==> src/hdl/planar_rle_image_decoder_unit_macros.svh <==
// Assertion macros for the planar RLE decoder, used by prle_core.
// No dependencies; included by files that carry concurrent checks.
`ifndef PLANAR_RLE_IMAGE_DECODER_UNIT_MACROS_SVH
`define PLANAR_RLE_IMAGE_DECODER_UNIT_MACROS_SVH

// antecedent implies consequent in the same cycle
`define PRLE_ASSERT_SAME(label, clk, rstn, ante, cons, msg) \
    label: assert property (@(posedge clk) disable iff (!rstn) (ante) |-> (cons)) \
        else $error(msg);

// antecedent implies consequent in the next cycle
`define PRLE_ASSERT_NEXT(label, clk, rstn, ante, cons, msg) \
    label: assert property (@(posedge clk) disable iff (!rstn) (ante) |=> (cons)) \
        else $error(msg);

`endif

==> src/hdl/prle_pkg.sv <==
// Package for the planar RLE decoder: field widths, constants, shared types.
// No dependencies.
package prle_pkg;

    localparam int CODE_W   = 8;
    localparam int PLANE_W  = 2;
    localparam int OFFS_W   = 16;
    localparam int LEN_W    = 8;
    localparam int PADDR_W  = 3;
    localparam int PDATA_W  = 32;

    localparam int NUM_PLANES = 4;

    localparam logic [CODE_W-1:0] HEADER_SPLIT      = 8'd128;
    localparam logic [OFFS_W-1:0] PLANE_BYTES_RESET = 16'd28000;

    // register index, taken from paddr[2]
    localparam logic REG_PLANE_BYTES = 1'b0;

    typedef struct packed {
        logic              valid;
        logic [CODE_W-1:0] code;
    } beat_t;

endpackage

==> src/hdl/planar_rle_image_decoder_unit.sv <==
// Planar run-length image decoder, top level.
// Depends on prle_pkg, prle_cfg_regs, prle_in_stage, prle_core.
//
// Input channel s_*: one compressed byte (header, repeat value or literal) per beat.
// Result channel m_*: one write burst per beat (value, plane, start offset, length,
// done flag). Header bytes and bytes after image done produce no result beat.
// APB port: register 0 at address 0 is plane_bytes (16 bits, reset 28000);
// write it only while the block is idle.
// An accepted data byte goes to the input register, then the result register (m_valid).
// Throughput: one byte per cycle unless the receiver stalls, set by the input
// and result registers, with a single add/compare of the plane offset between them.
// Reset (aresetn, synchronous, active low) returns to header parsing at plane 0,
// offset 0, clears the finished flag and empties both stages.
// When the receiver stalls, the result beat holds; one more byte is taken into
// the input register, and headers keep flowing, before s_ready drops.
module planar_rle_image_decoder_unit (
    input  logic                          aclk,
    input  logic                          aresetn,
    input  logic                          s_valid,
    output logic                          s_ready,
    input  logic [prle_pkg::CODE_W-1:0]   s_code_byte,
    output logic                          m_valid,
    input  logic                          m_ready,
    output logic [prle_pkg::CODE_W-1:0]   m_pixel_value,
    output logic [prle_pkg::PLANE_W-1:0]  m_plane_index,
    output logic [prle_pkg::OFFS_W-1:0]   m_start_offset,
    output logic [prle_pkg::LEN_W-1:0]    m_run_length,
    output logic                          m_image_done,
    input  logic                          psel,
    input  logic                          penable,
    input  logic                          pwrite,
    input  logic [prle_pkg::PADDR_W-1:0]  paddr,
    input  logic [prle_pkg::PDATA_W-1:0]  pwdata,
    output logic [prle_pkg::PDATA_W-1:0]  prdata,
    output logic                          pready
);
    import prle_pkg::*;

    logic [OFFS_W-1:0] plane_bytes;
    beat_t             item;
    logic              consume;

    prle_cfg_regs u_cfg (
        .aclk        (aclk),
        .aresetn     (aresetn),
        .psel        (psel),
        .penable     (penable),
        .pwrite      (pwrite),
        .paddr       (paddr),
        .pwdata      (pwdata),
        .prdata      (prdata),
        .pready      (pready),
        .plane_bytes (plane_bytes)
    );

    prle_in_stage u_in (
        .aclk        (aclk),
        .aresetn     (aresetn),
        .s_valid     (s_valid),
        .s_ready     (s_ready),
        .s_code_byte (s_code_byte),
        .consume     (consume),
        .item        (item)
    );

    prle_core u_core (
        .aclk           (aclk),
        .aresetn        (aresetn),
        .item           (item),
        .consume        (consume),
        .plane_bytes    (plane_bytes),
        .m_valid        (m_valid),
        .m_ready        (m_ready),
        .m_pixel_value  (m_pixel_value),
        .m_plane_index  (m_plane_index),
        .m_start_offset (m_start_offset),
        .m_run_length   (m_run_length),
        .m_image_done   (m_image_done)
    );

endmodule

==> src/hdl/prle_cfg_regs.sv <==
// APB-style configuration register file: holds plane_bytes.
// Depends on prle_pkg.
module prle_cfg_regs (
    input  logic                          aclk,
    input  logic                          aresetn,
    input  logic                          psel,
    input  logic                          penable,
    input  logic                          pwrite,
    input  logic [prle_pkg::PADDR_W-1:0]  paddr,
    input  logic [prle_pkg::PDATA_W-1:0]  pwdata,
    output logic [prle_pkg::PDATA_W-1:0]  prdata,
    output logic                          pready,
    output logic [prle_pkg::OFFS_W-1:0]   plane_bytes
);
    import prle_pkg::*;

    logic [OFFS_W-1:0] plane_bytes_reg;
    logic              wr_en;
    logic              reg_idx;

    assign reg_idx = paddr[2];
    assign wr_en   = psel && penable && pwrite && (reg_idx == REG_PLANE_BYTES);
    assign pready  = 1'b1;

    always_ff @(posedge aclk) begin
        if (!aresetn) begin
            plane_bytes_reg <= PLANE_BYTES_RESET;
        end else if (wr_en) begin
            plane_bytes_reg <= pwdata[OFFS_W-1:0];
        end
    end

    always_comb begin
        prdata = '0;
        if (reg_idx == REG_PLANE_BYTES) begin
            prdata = {{(PDATA_W-OFFS_W){1'b0}}, plane_bytes_reg};
        end
    end

    assign plane_bytes = plane_bytes_reg;

endmodule

==> src/hdl/prle_in_stage.sv <==
// Input register stage: captures one compressed byte beat per cycle unless the core stalls.
// Depends on prle_pkg.
module prle_in_stage (
    input  logic                         aclk,
    input  logic                         aresetn,
    input  logic                         s_valid,
    output logic                         s_ready,
    input  logic [prle_pkg::CODE_W-1:0]  s_code_byte,
    input  logic                         consume,
    output prle_pkg::beat_t              item
);
    import prle_pkg::*;

    logic              valid_reg;
    logic [CODE_W-1:0] code_reg;

    assign s_ready = !valid_reg || consume;

    always_ff @(posedge aclk) begin
        if (!aresetn) begin
            valid_reg <= 1'b0;
        end else if (s_ready) begin
            valid_reg <= s_valid;
        end
    end

    always_ff @(posedge aclk) begin
        if (s_valid && s_ready) begin
            code_reg <= s_code_byte;
        end
    end

    assign item.valid = valid_reg;
    assign item.code  = code_reg;

endmodule

==> src/hdl/prle_core.sv <==
// Decode state and result register: header parsing, offset/plane tracking.
// Depends on prle_pkg and planar_rle_image_decoder_unit_macros.svh.
`include "planar_rle_image_decoder_unit_macros.svh"

module prle_core (
    input  logic                         aclk,
    input  logic                         aresetn,
    input  prle_pkg::beat_t              item,
    output logic                         consume,
    input  logic [prle_pkg::OFFS_W-1:0]  plane_bytes,
    output logic                         m_valid,
    input  logic                         m_ready,
    output logic [prle_pkg::CODE_W-1:0]  m_pixel_value,
    output logic [prle_pkg::PLANE_W-1:0] m_plane_index,
    output logic [prle_pkg::OFFS_W-1:0]  m_start_offset,
    output logic [prle_pkg::LEN_W-1:0]   m_run_length,
    output logic                         m_image_done
);
    import prle_pkg::*;

    typedef enum logic [1:0] {
        PH_HEADER,
        PH_REPEAT,
        PH_LITERAL
    } phase_t;

    phase_t             phase_reg,     phase_next;
    logic [LEN_W-1:0]   lit_left_reg,  lit_left_next;
    logic [LEN_W-1:0]   rep_cnt_reg,   rep_cnt_next;
    logic [PLANE_W-1:0] plane_reg,     plane_next;
    logic [OFFS_W-1:0]  offset_reg,    offset_next;
    logic               finished_reg,  finished_next;
    logic               m_valid_reg,   m_valid_next;
    logic [CODE_W-1:0]  pix_reg;
    logic [PLANE_W-1:0] pln_reg;
    logic [OFFS_W-1:0]  start_reg;
    logic [LEN_W-1:0]   len_reg,       len_next;
    logic               done_reg,      done_next;

    logic               emits;
    logic               out_space;
    logic               load;
    logic [LEN_W-1:0]   step_len;
    logic [OFFS_W:0]    off_sum;
    logic [OFFS_W-1:0]  off_sat;
    logic [OFFS_W-1:0]  limit;
    logic               close_grp;
    logic               last_plane;

    assign emits     = (phase_reg != PH_HEADER) && !finished_reg;
    assign out_space = !m_valid_reg || m_ready;
    assign consume   = item.valid && (!emits || out_space);
    assign load      = consume && emits;

    assign step_len   = (phase_reg == PH_REPEAT) ? rep_cnt_reg : LEN_W'(1);
    assign off_sum    = {1'b0, offset_reg} + (OFFS_W+1)'(step_len);
    assign off_sat    = off_sum[OFFS_W] ? {OFFS_W{1'b1}} : off_sum[OFFS_W-1:0];
    assign limit      = (plane_bytes == '0) ? OFFS_W'(1) : plane_bytes;
    assign last_plane = ({1'b0, plane_reg} + (PLANE_W+1)'(1)) >= (PLANE_W+1)'(NUM_PLANES);

    always_comb begin
        phase_next    = phase_reg;
        lit_left_next = lit_left_reg;
        rep_cnt_next  = rep_cnt_reg;
        plane_next    = plane_reg;
        offset_next   = offset_reg;
        finished_next = finished_reg;
        len_next      = LEN_W'(1);
        done_next     = 1'b0;
        close_grp     = 1'b0;
        if (consume && !finished_reg) begin
            unique case (phase_reg)
                PH_HEADER: begin
                    if (item.code < HEADER_SPLIT) begin
                        rep_cnt_next = item.code + LEN_W'(1);
                        phase_next   = PH_REPEAT;
                    end else begin
                        lit_left_next = item.code - (HEADER_SPLIT - CODE_W'(1));
                        phase_next    = PH_LITERAL;
                    end
                end
                PH_REPEAT: begin
                    len_next     = rep_cnt_reg;
                    offset_next  = off_sat;
                    rep_cnt_next = '0;
                    close_grp    = 1'b1;
                end
                PH_LITERAL: begin
                    offset_next = off_sat;
                    if (lit_left_reg != '0) begin
                        lit_left_next = lit_left_reg - LEN_W'(1);
                    end
                    close_grp = (lit_left_reg <= LEN_W'(1));
                end
                default: begin
                    phase_next = PH_HEADER;
                end
            endcase
            if (close_grp) begin
                phase_next = PH_HEADER;
                if (off_sat >= limit) begin
                    offset_next = '0;
                    if (last_plane) begin
                        finished_next = 1'b1;
                        done_next     = 1'b1;
                    end else begin
                        plane_next = plane_reg + PLANE_W'(1);
                    end
                end
            end
        end
    end

    assign m_valid_next = load ? 1'b1 : (m_ready ? 1'b0 : m_valid_reg);

    always_ff @(posedge aclk) begin
        if (!aresetn) begin
            phase_reg    <= PH_HEADER;
            lit_left_reg <= '0;
            rep_cnt_reg  <= '0;
            plane_reg    <= '0;
            offset_reg   <= '0;
            finished_reg <= 1'b0;
            m_valid_reg  <= 1'b0;
        end else begin
            phase_reg    <= phase_next;
            lit_left_reg <= lit_left_next;
            rep_cnt_reg  <= rep_cnt_next;
            plane_reg    <= plane_next;
            offset_reg   <= offset_next;
            finished_reg <= finished_next;
            m_valid_reg  <= m_valid_next;
            if (load) begin
                pix_reg   <= item.code;
                pln_reg   <= plane_reg;
                start_reg <= offset_reg;
                len_reg   <= len_next;
                done_reg  <= done_next;
            end
        end
    end

    assign m_valid        = m_valid_reg;
    assign m_pixel_value  = pix_reg;
    assign m_plane_index  = pln_reg;
    assign m_start_offset = start_reg;
    assign m_run_length   = len_reg;
    assign m_image_done   = done_reg;

    `PRLE_ASSERT_NEXT(a_finished_sticky, aclk, aresetn, finished_reg, finished_reg, "finished cleared")
    `PRLE_ASSERT_NEXT(a_done_sets_finished, aclk, aresetn, load && done_next, finished_reg, "done beat without finish")
    `PRLE_ASSERT_NEXT(a_no_beat_after_done, aclk, aresetn, finished_reg && !m_valid_reg, !m_valid_reg, "beat after image done")
    `PRLE_ASSERT_SAME(a_literal_count, aclk, aresetn, phase_reg == PH_LITERAL, lit_left_reg != '0, "literal phase with zero count")
    `PRLE_ASSERT_SAME(a_repeat_count, aclk, aresetn, phase_reg == PH_REPEAT, rep_cnt_reg != '0, "repeat phase with zero count")

endmodule

==> config.mk <==
export PLATFORM = sky130hd
export DESIGN_NAME = planar_rle_image_decoder_unit
export DESIGN_NICKNAME = d
export VERILOG_FILES = /design/src/hdl/prle_pkg.sv /design/src/hdl/planar_rle_image_decoder_unit.sv /design/src/hdl/prle_cfg_regs.sv /design/src/hdl/prle_in_stage.sv /design/src/hdl/prle_core.sv
export VERILOG_INCLUDE_DIRS = /design/src /design/src/hdl
export SDC_FILE = /design/constraint.sdc
export NUM_CORES = 1
export LEC_CHECK = 0
export BUFFER_PORTS_ARGS = -buffer_cell sky130_fd_sc_hd__buf_4
export CAP_MARGIN = 10
export CORE_MARGIN = 3
export CORE_UTILIZATION = 28
export DETAILED_ROUTE_END_ITERATION = 7
export RECOVER_POWER = 100
export SYNTH_ARGS = -nofsm -noshare
export SYNTH_HDL_FRONTEND = slang
export SYNTH_SLANG_ARGS = --single-unit
export TNS_END_PERCENT = 50
==> constraint.sdc <==
create_clock -name aclk -period 4.5 [get_ports aclk]
set_input_delay 1.35 -clock aclk [delete_from_list [all_inputs] [get_ports aclk]]
set_output_delay 1.35 -clock aclk [all_outputs]
set_load 0.01 [all_outputs]
# Word-level counts from Yosys, hierarchy flattened
# Cells that the tools add are included.
[totals] register_bits=98 in_bits=50 output_inout_bits=70 word_cells=83
[op_classes] addsub=6 order_cmp=4 eq_ne=6 muxes=20 bitwise=2 n_reduce_logical=30
[ops] operator="2-to-1 mux 16 bit" n=6
[ops] operator="2-to-1 mux 8 bit" n=4
[ops] operator="one-hot mux 8 bit (2 select lines)" n=2
[ops] operator="adder 16 x 8 -> 17 bit" n=1
[ops] operator=">= comparator 16 bit" n=1
[ops] operator="zero test 16 bit" n=1
[ops] operator="AND reduction 4 bit" n=3
[ops] operator="adder 8 x 1 -> 8 bit, second input constant" n=1
[ops] operator="less-or-equal comparator 8 x 1 -> 1 bit, second input constant" n=1
[ops] operator="logical AND 1 bit" n=8
[ops] operator="< comparator 8 bit, second input constant" n=1
[ops] operator="nonzero test 2 bit" n=4
[ops] operator="nonzero test 8 bit" n=1
[ops] operator="subtractor 8 x 1 -> 8 bit, second input constant" n=1
[ops] operator="subtractor 8 x 7 -> 8 bit, second input constant" n=1
[ops] operator="inequality test 2 x 1 -> 1 bit, second input constant" n=3
[ops] operator="AND reduction 3 bit" n=2
[ops] operator="zero test 1 bit" n=4
[ops] operator="2-to-1 mux 1 bit" n=4
[ops] operator="2-to-1 mux 2 bit" n=2
[ops] operator="one-hot mux 2 bit (2 select lines)" n=1
[ops] operator="AND reduction 2 bit" n=2
[ops] operator="adder 2 x 1 -> 3 bit, second input constant" n=1
[ops] operator=">= comparator 3 bit, second input constant" n=1
[ops] operator="other kinds (9)" n=12

# Logic depth before layout (Yosys ltp)
[logic_depth] depth_word=9 ltp_mapped=21 mapped_depth_nobuf=19

# Cells and area by module
# A second synthesis with hierarchy kept.
[hier_totals] cells_unflattened=534 hier_area_um2=5293.8
[by_module_without_submodules] mod="prle_core" n_inst=1 cells_per_inst=414 area_per_inst_um2=4046.4 seq_area_each_um2=1811.7
[by_module_without_submodules] mod="prle_cfg_regs" n_inst=1 cells_per_inst=106 area_per_inst_um2=942.2 seq_area_each_um2=320.3
[by_module_without_submodules] mod="prle_in_stage" n_inst=1 cells_per_inst=14 area_per_inst_um2=305.3 seq_area_each_um2=260.2

# Least setup slack after synthesis
# Ideal clock, no wire load.
[synth_path] kind="register to register" start="reg u_core.phase_reg[1]" end="reg u_core.offset_reg[13]" setup_ps=70 arrival_ps=4305 required_time_ps=4430 path_slack_ps=125 path_stages_with_launch=21 n_path_buf=3 period_less_slack_ps=4375 path_cell_list="dfxtp_1 -> inv_1 -> ha_1 -> clkbuf_1 -> clkbuf_1 -> and2_1 -> fa_1 -> a21o_1 -> a221oi_2 -> a21o_2 -> nor3_2 -> or3_1 -> ha_1 -> a211oi_1 -> o21ai_0 -> o2111ai_1 -> o211ai_1 -> a21oi_2 -> buf_4 -> o21ai_0 -> a21oi_1"
[synth_via] elab_chain_len=7 elab_cells_between_ends=18 cone_classes="add/sub (1); order compare (1); eq/ne (2); mux (7); reduce/logical (7)"
[synth_rtl] item="from (decl)" line_no="prle_core.sv:27" rtl="phase_t phase_reg, phase_next;"
[synth_rtl] item="from (signal assigned)" line_no="prle_core.sv:126" rtl="phase_reg <= phase_next;"
[synth_rtl] item="equality test 2 x 1 -> 1 bit (*)" line_no="prle_core.sv:55" rtl="assign step_len = (phase_reg == PH_REPEAT) ? rep_cnt_reg : LEN_W'(1);"
[synth_rtl] item="2-to-1 mux 8 bit (*)"
[synth_rtl] item="named net u_core.step_len[1]" line_no="prle_core.sv:43" rtl="logic [LEN_W-1:0] step_len;"
[synth_rtl] item="adder 16 x 8 -> 17 bit (*)" line_no="prle_core.sv:56" rtl="assign off_sum = {1'b0, offset_reg} + (OFFS_W+1)'(step_len);"
[synth_rtl] item="2-to-1 mux 16 bit (*)" line_no="prle_core.sv:57" rtl="assign off_sat = off_sum[OFFS_W] ? {OFFS_W{1'b1}} : off_sum[OFFS_W-1:0];"
[synth_rtl] item=">= comparator 16 bit or 2-to-1 mux 16 bit (tied branches)" line_no="prle_core.sv:101, prle_core.sv:72"
[synth_rtl] item="2-to-1 mux 16 bit" line_no="prle_core.sv:101" rtl="if (off_sat >= limit) begin"
[synth_rtl] item="2-to-1 mux 16 bit (*)" line_no="prle_core.sv:99" rtl="if (close_grp) begin"
[synth_rtl] item="to (signal assigned)" line_no="prle_core.sv:130" rtl="offset_reg <= offset_next;"
[synth_rtl] item="to (decl)" line_no="prle_core.sv:31" rtl="logic [OFFS_W-1:0] offset_reg, offset_next;"
# The timed path passes the listed nets; every way through them passes the cells marked *. The select of a mux whose other input is x is not followed.
# A chain may end at the register's enable or synchronous reset.

# Final worst setup path
[layout_path] start="reg u_core.phase_reg[1]" end="reg u_core.offset_reg[15]"
# The elaborated chain is that of the path after synthesis.

==> flow_summary.toml <==
[cts]
cts-root-buf = "clkbuf_16"
htree_levels = 3
cts_made_buffers = 9
clk_pin_slew_ns = 0.08
cts.hold.buffers_added = 0
clkSinkCount = 98
clockBufferDepth = 2
clk-insertion-delay-late_ns = 0.35
cts_tree = "built"

[drt]
routedWlPerCell_um = 14.83
first_iter_violations = 205
firstDrtPassIters = 5
vias = 3949
vias_per_cell = 4.741
drt_wl_total_um = 12350
drc_errors = 0
ant_nets = 0

[hold_path]
min_from = "u_core.finished_reg"
hp-class = "flop to flop"

[timing]
fin_ws_ns = 0.2291
fin_crit_ns = 4.271
final_hold_viol_count = 0
maxSlewHeadroom = -0.1866
worstMarginPinSlew_ns = 1.780
fmax_mhz = 234.1
skew_ns = 0.01443
drv_slew = 34
fin_setup_tns_ns = 0
min_period_over_period = 0.9491
finalSetupViolations = 0
whs_ns = 0.4857
rsz0062_at_grt = "no"

[yosys]
synthSimpleGateAreaFrac = 0.1798
synthAdderAreaFrac = 0.08039
post_synth_num_cell_types = 62
syn_inst = 518
synth_xor_area_frac = 0.02244
ys_seq_elements = 98
muxShareOfSynthArea = 0.01233
syn_area_per_cell_sq_um = 9.795
synth-compound-area-share = 0.1734
synth_area_sq_mm = 0.005074
ys_warn_count = 0
synth_top_family_by_area = "simple AND/OR/NAND/NOR gates"
synth_seq_area_share = 0.4715
async_reset_ff_frac = 0
synth_edf_count = 43
synth-main-ff-cell = "dfxtp_1"

[outcome]
violations = "capacitance limit, slew limit"
status = "complete, but fails checks"

[floorplan]
rows = 48
die_h_um = 140.6
io_pins = 120
initial_core_util = 0.2893
dieArea_sq_mm = 0.01977
core-area_sq_mm = 0.01754
die_w_um = 140.6

[setup_path]
r2r-start = "u_core.phase_reg[1]"
crit_type = "flop to flop"
cp_max_fo = 17
worstPathRequired_ns = 4.74
cp-end-kind = "flop"
worstSetupStartpoint = "u_core.phase_reg[1]"
worstPathArrival_ns = 4.51
startpoint_type = "flop"

[final_layout]
fin_cells = 833
syn_to_final_growth_pct = 19.04
n_fill_cell = 1833
antenna_cells = 0
layout.nets = 685
drive_gt1_frac = 0.1234
final_util = 0.3444
final_common_cell = "clkbuf_1"
design_area_sq_mm = 0.006040
final_cell_mix = "clkbuf_1 (56), dfxtp_1 (54), nand2_1 (50), edfxtp_1 (43), nor2_1 (36)"

[global_route]
track_usage = 0.1257
grt_pass1_vias = 3909
overflow = 0
grt_first_pass_wirelength_um = 20000
grt_max_degree = 49
grt_antenna_before_repair = 0

[place]
gp_congestion = 0.8840
placed_cell_area_sq_mm = 0.005914
dpl.hpwl_um = 9530
dp.cells = 815
place_worst_setup_slack_ns = 0.05262
io_buffers = 84

[power_and_ir_drop]
p_per_area_mw_per_mm2 = 309.2
p_leak_nw = 2.412
total_power_mw = 1.868
ir_worst_vdd_v = 0.0001803

[run]
maxCapViolations = 1
## cell families after synthesis
group | Yosys count
and+or+nand+nor | 180
AOI/OAI and AO/OA | 126
DFF | 98
buffers and inverters | 61
adders and majority gates | 32
xor gates and xnor gates | 13
muxes | 6
other | 2
## where the power goes
part | total (mW) | internal (mW) | switching, mW
combinational | 0.158 | 0.0636 | 0.0946
clock | 0.747 | 0.384 | 0.363
sequential | 0.962 | 0.945 | 0.0170
## layout make-up
type	count	area (sq um)	share of cell area
clock buffers	9	225.2	0.03729
clock inverters	7	60.06	0.009944
inverters	26	97.59	0.01616
multi-input cells	374	2474	0.4096
flip-flops and latches	98	2394	0.3963
well taps	225	281.5	0.04661
repair buffers	94	508.0	0.08411
## cells in the mapped netlist (7+ instances only)
library cell	n	area, sq um
a21oi_1	28	140.1
a21boi_0	10	75.07
edfxtp_1	43	1291
ha_1	31	387.9
inv_1	26	97.59
clkbuf_1	15	56.30
dfxtp_1	55	1101
nor2b_1	18	112.6
a22o_1	9	78.83
nor2_1	36	135.1
and3_1	13	81.33
nand2_1	50	187.7
o21ai_0	19	95.09
nand3_1	11	55.05
nand2b_1	7	43.79
and2_1	14	87.58
nor3_1	8	40.04
buf_4	18	135.1
o211ai_1	11	82.58
xnor2_1	8	70.07
## final timing paths
kind / to / slack (ns) / cells past startpoint
setup / recovery: u_core.offset_reg[15] / 0.23 / 18
hold / removal: u_core.finished_reg / 0.49 / 1
setup reg to reg: u_core.offset_reg[15] / 0.23 / 18
hold reg to reg: u_core.finished_reg / 0.49 / 1
## routing by layer
layer  vias to the layer above  GRT usage  share of wire
met4                         0    0.04437          0.017
met1                      1836     0.1760           0.49
met5                         -          0              0
li1                       2003          -              -
met2                        95     0.1935           0.45
met3                        15    0.02510          0.051
## timing repair
action                     CTS  global route
setup endpoints to repair    0            20
buffers inserted             0             2
gates resized for setup      0             7
## critical path, cell delays in order, from the launching register on
cell and delay (ns):
dfxtp_2 0.35, inv_1 0.08, ha_4 0.19, buf_4 0.16
and2_1 0.17, ha_1 0.35, a21o_1 0.20, a221oi_2 0.34
a21o_2 0.23, nor3_2 0.08, or3_1 0.40, ha_1 0.31
nand4_1 0.11, a211o_1 0.28, o211ai_1 0.28, a21oi_2 0.12
buf_12 0.17, a21o_1 0.18, a22o_1 0.17
No activity file was read; power rests on OpenSTA's default activity.
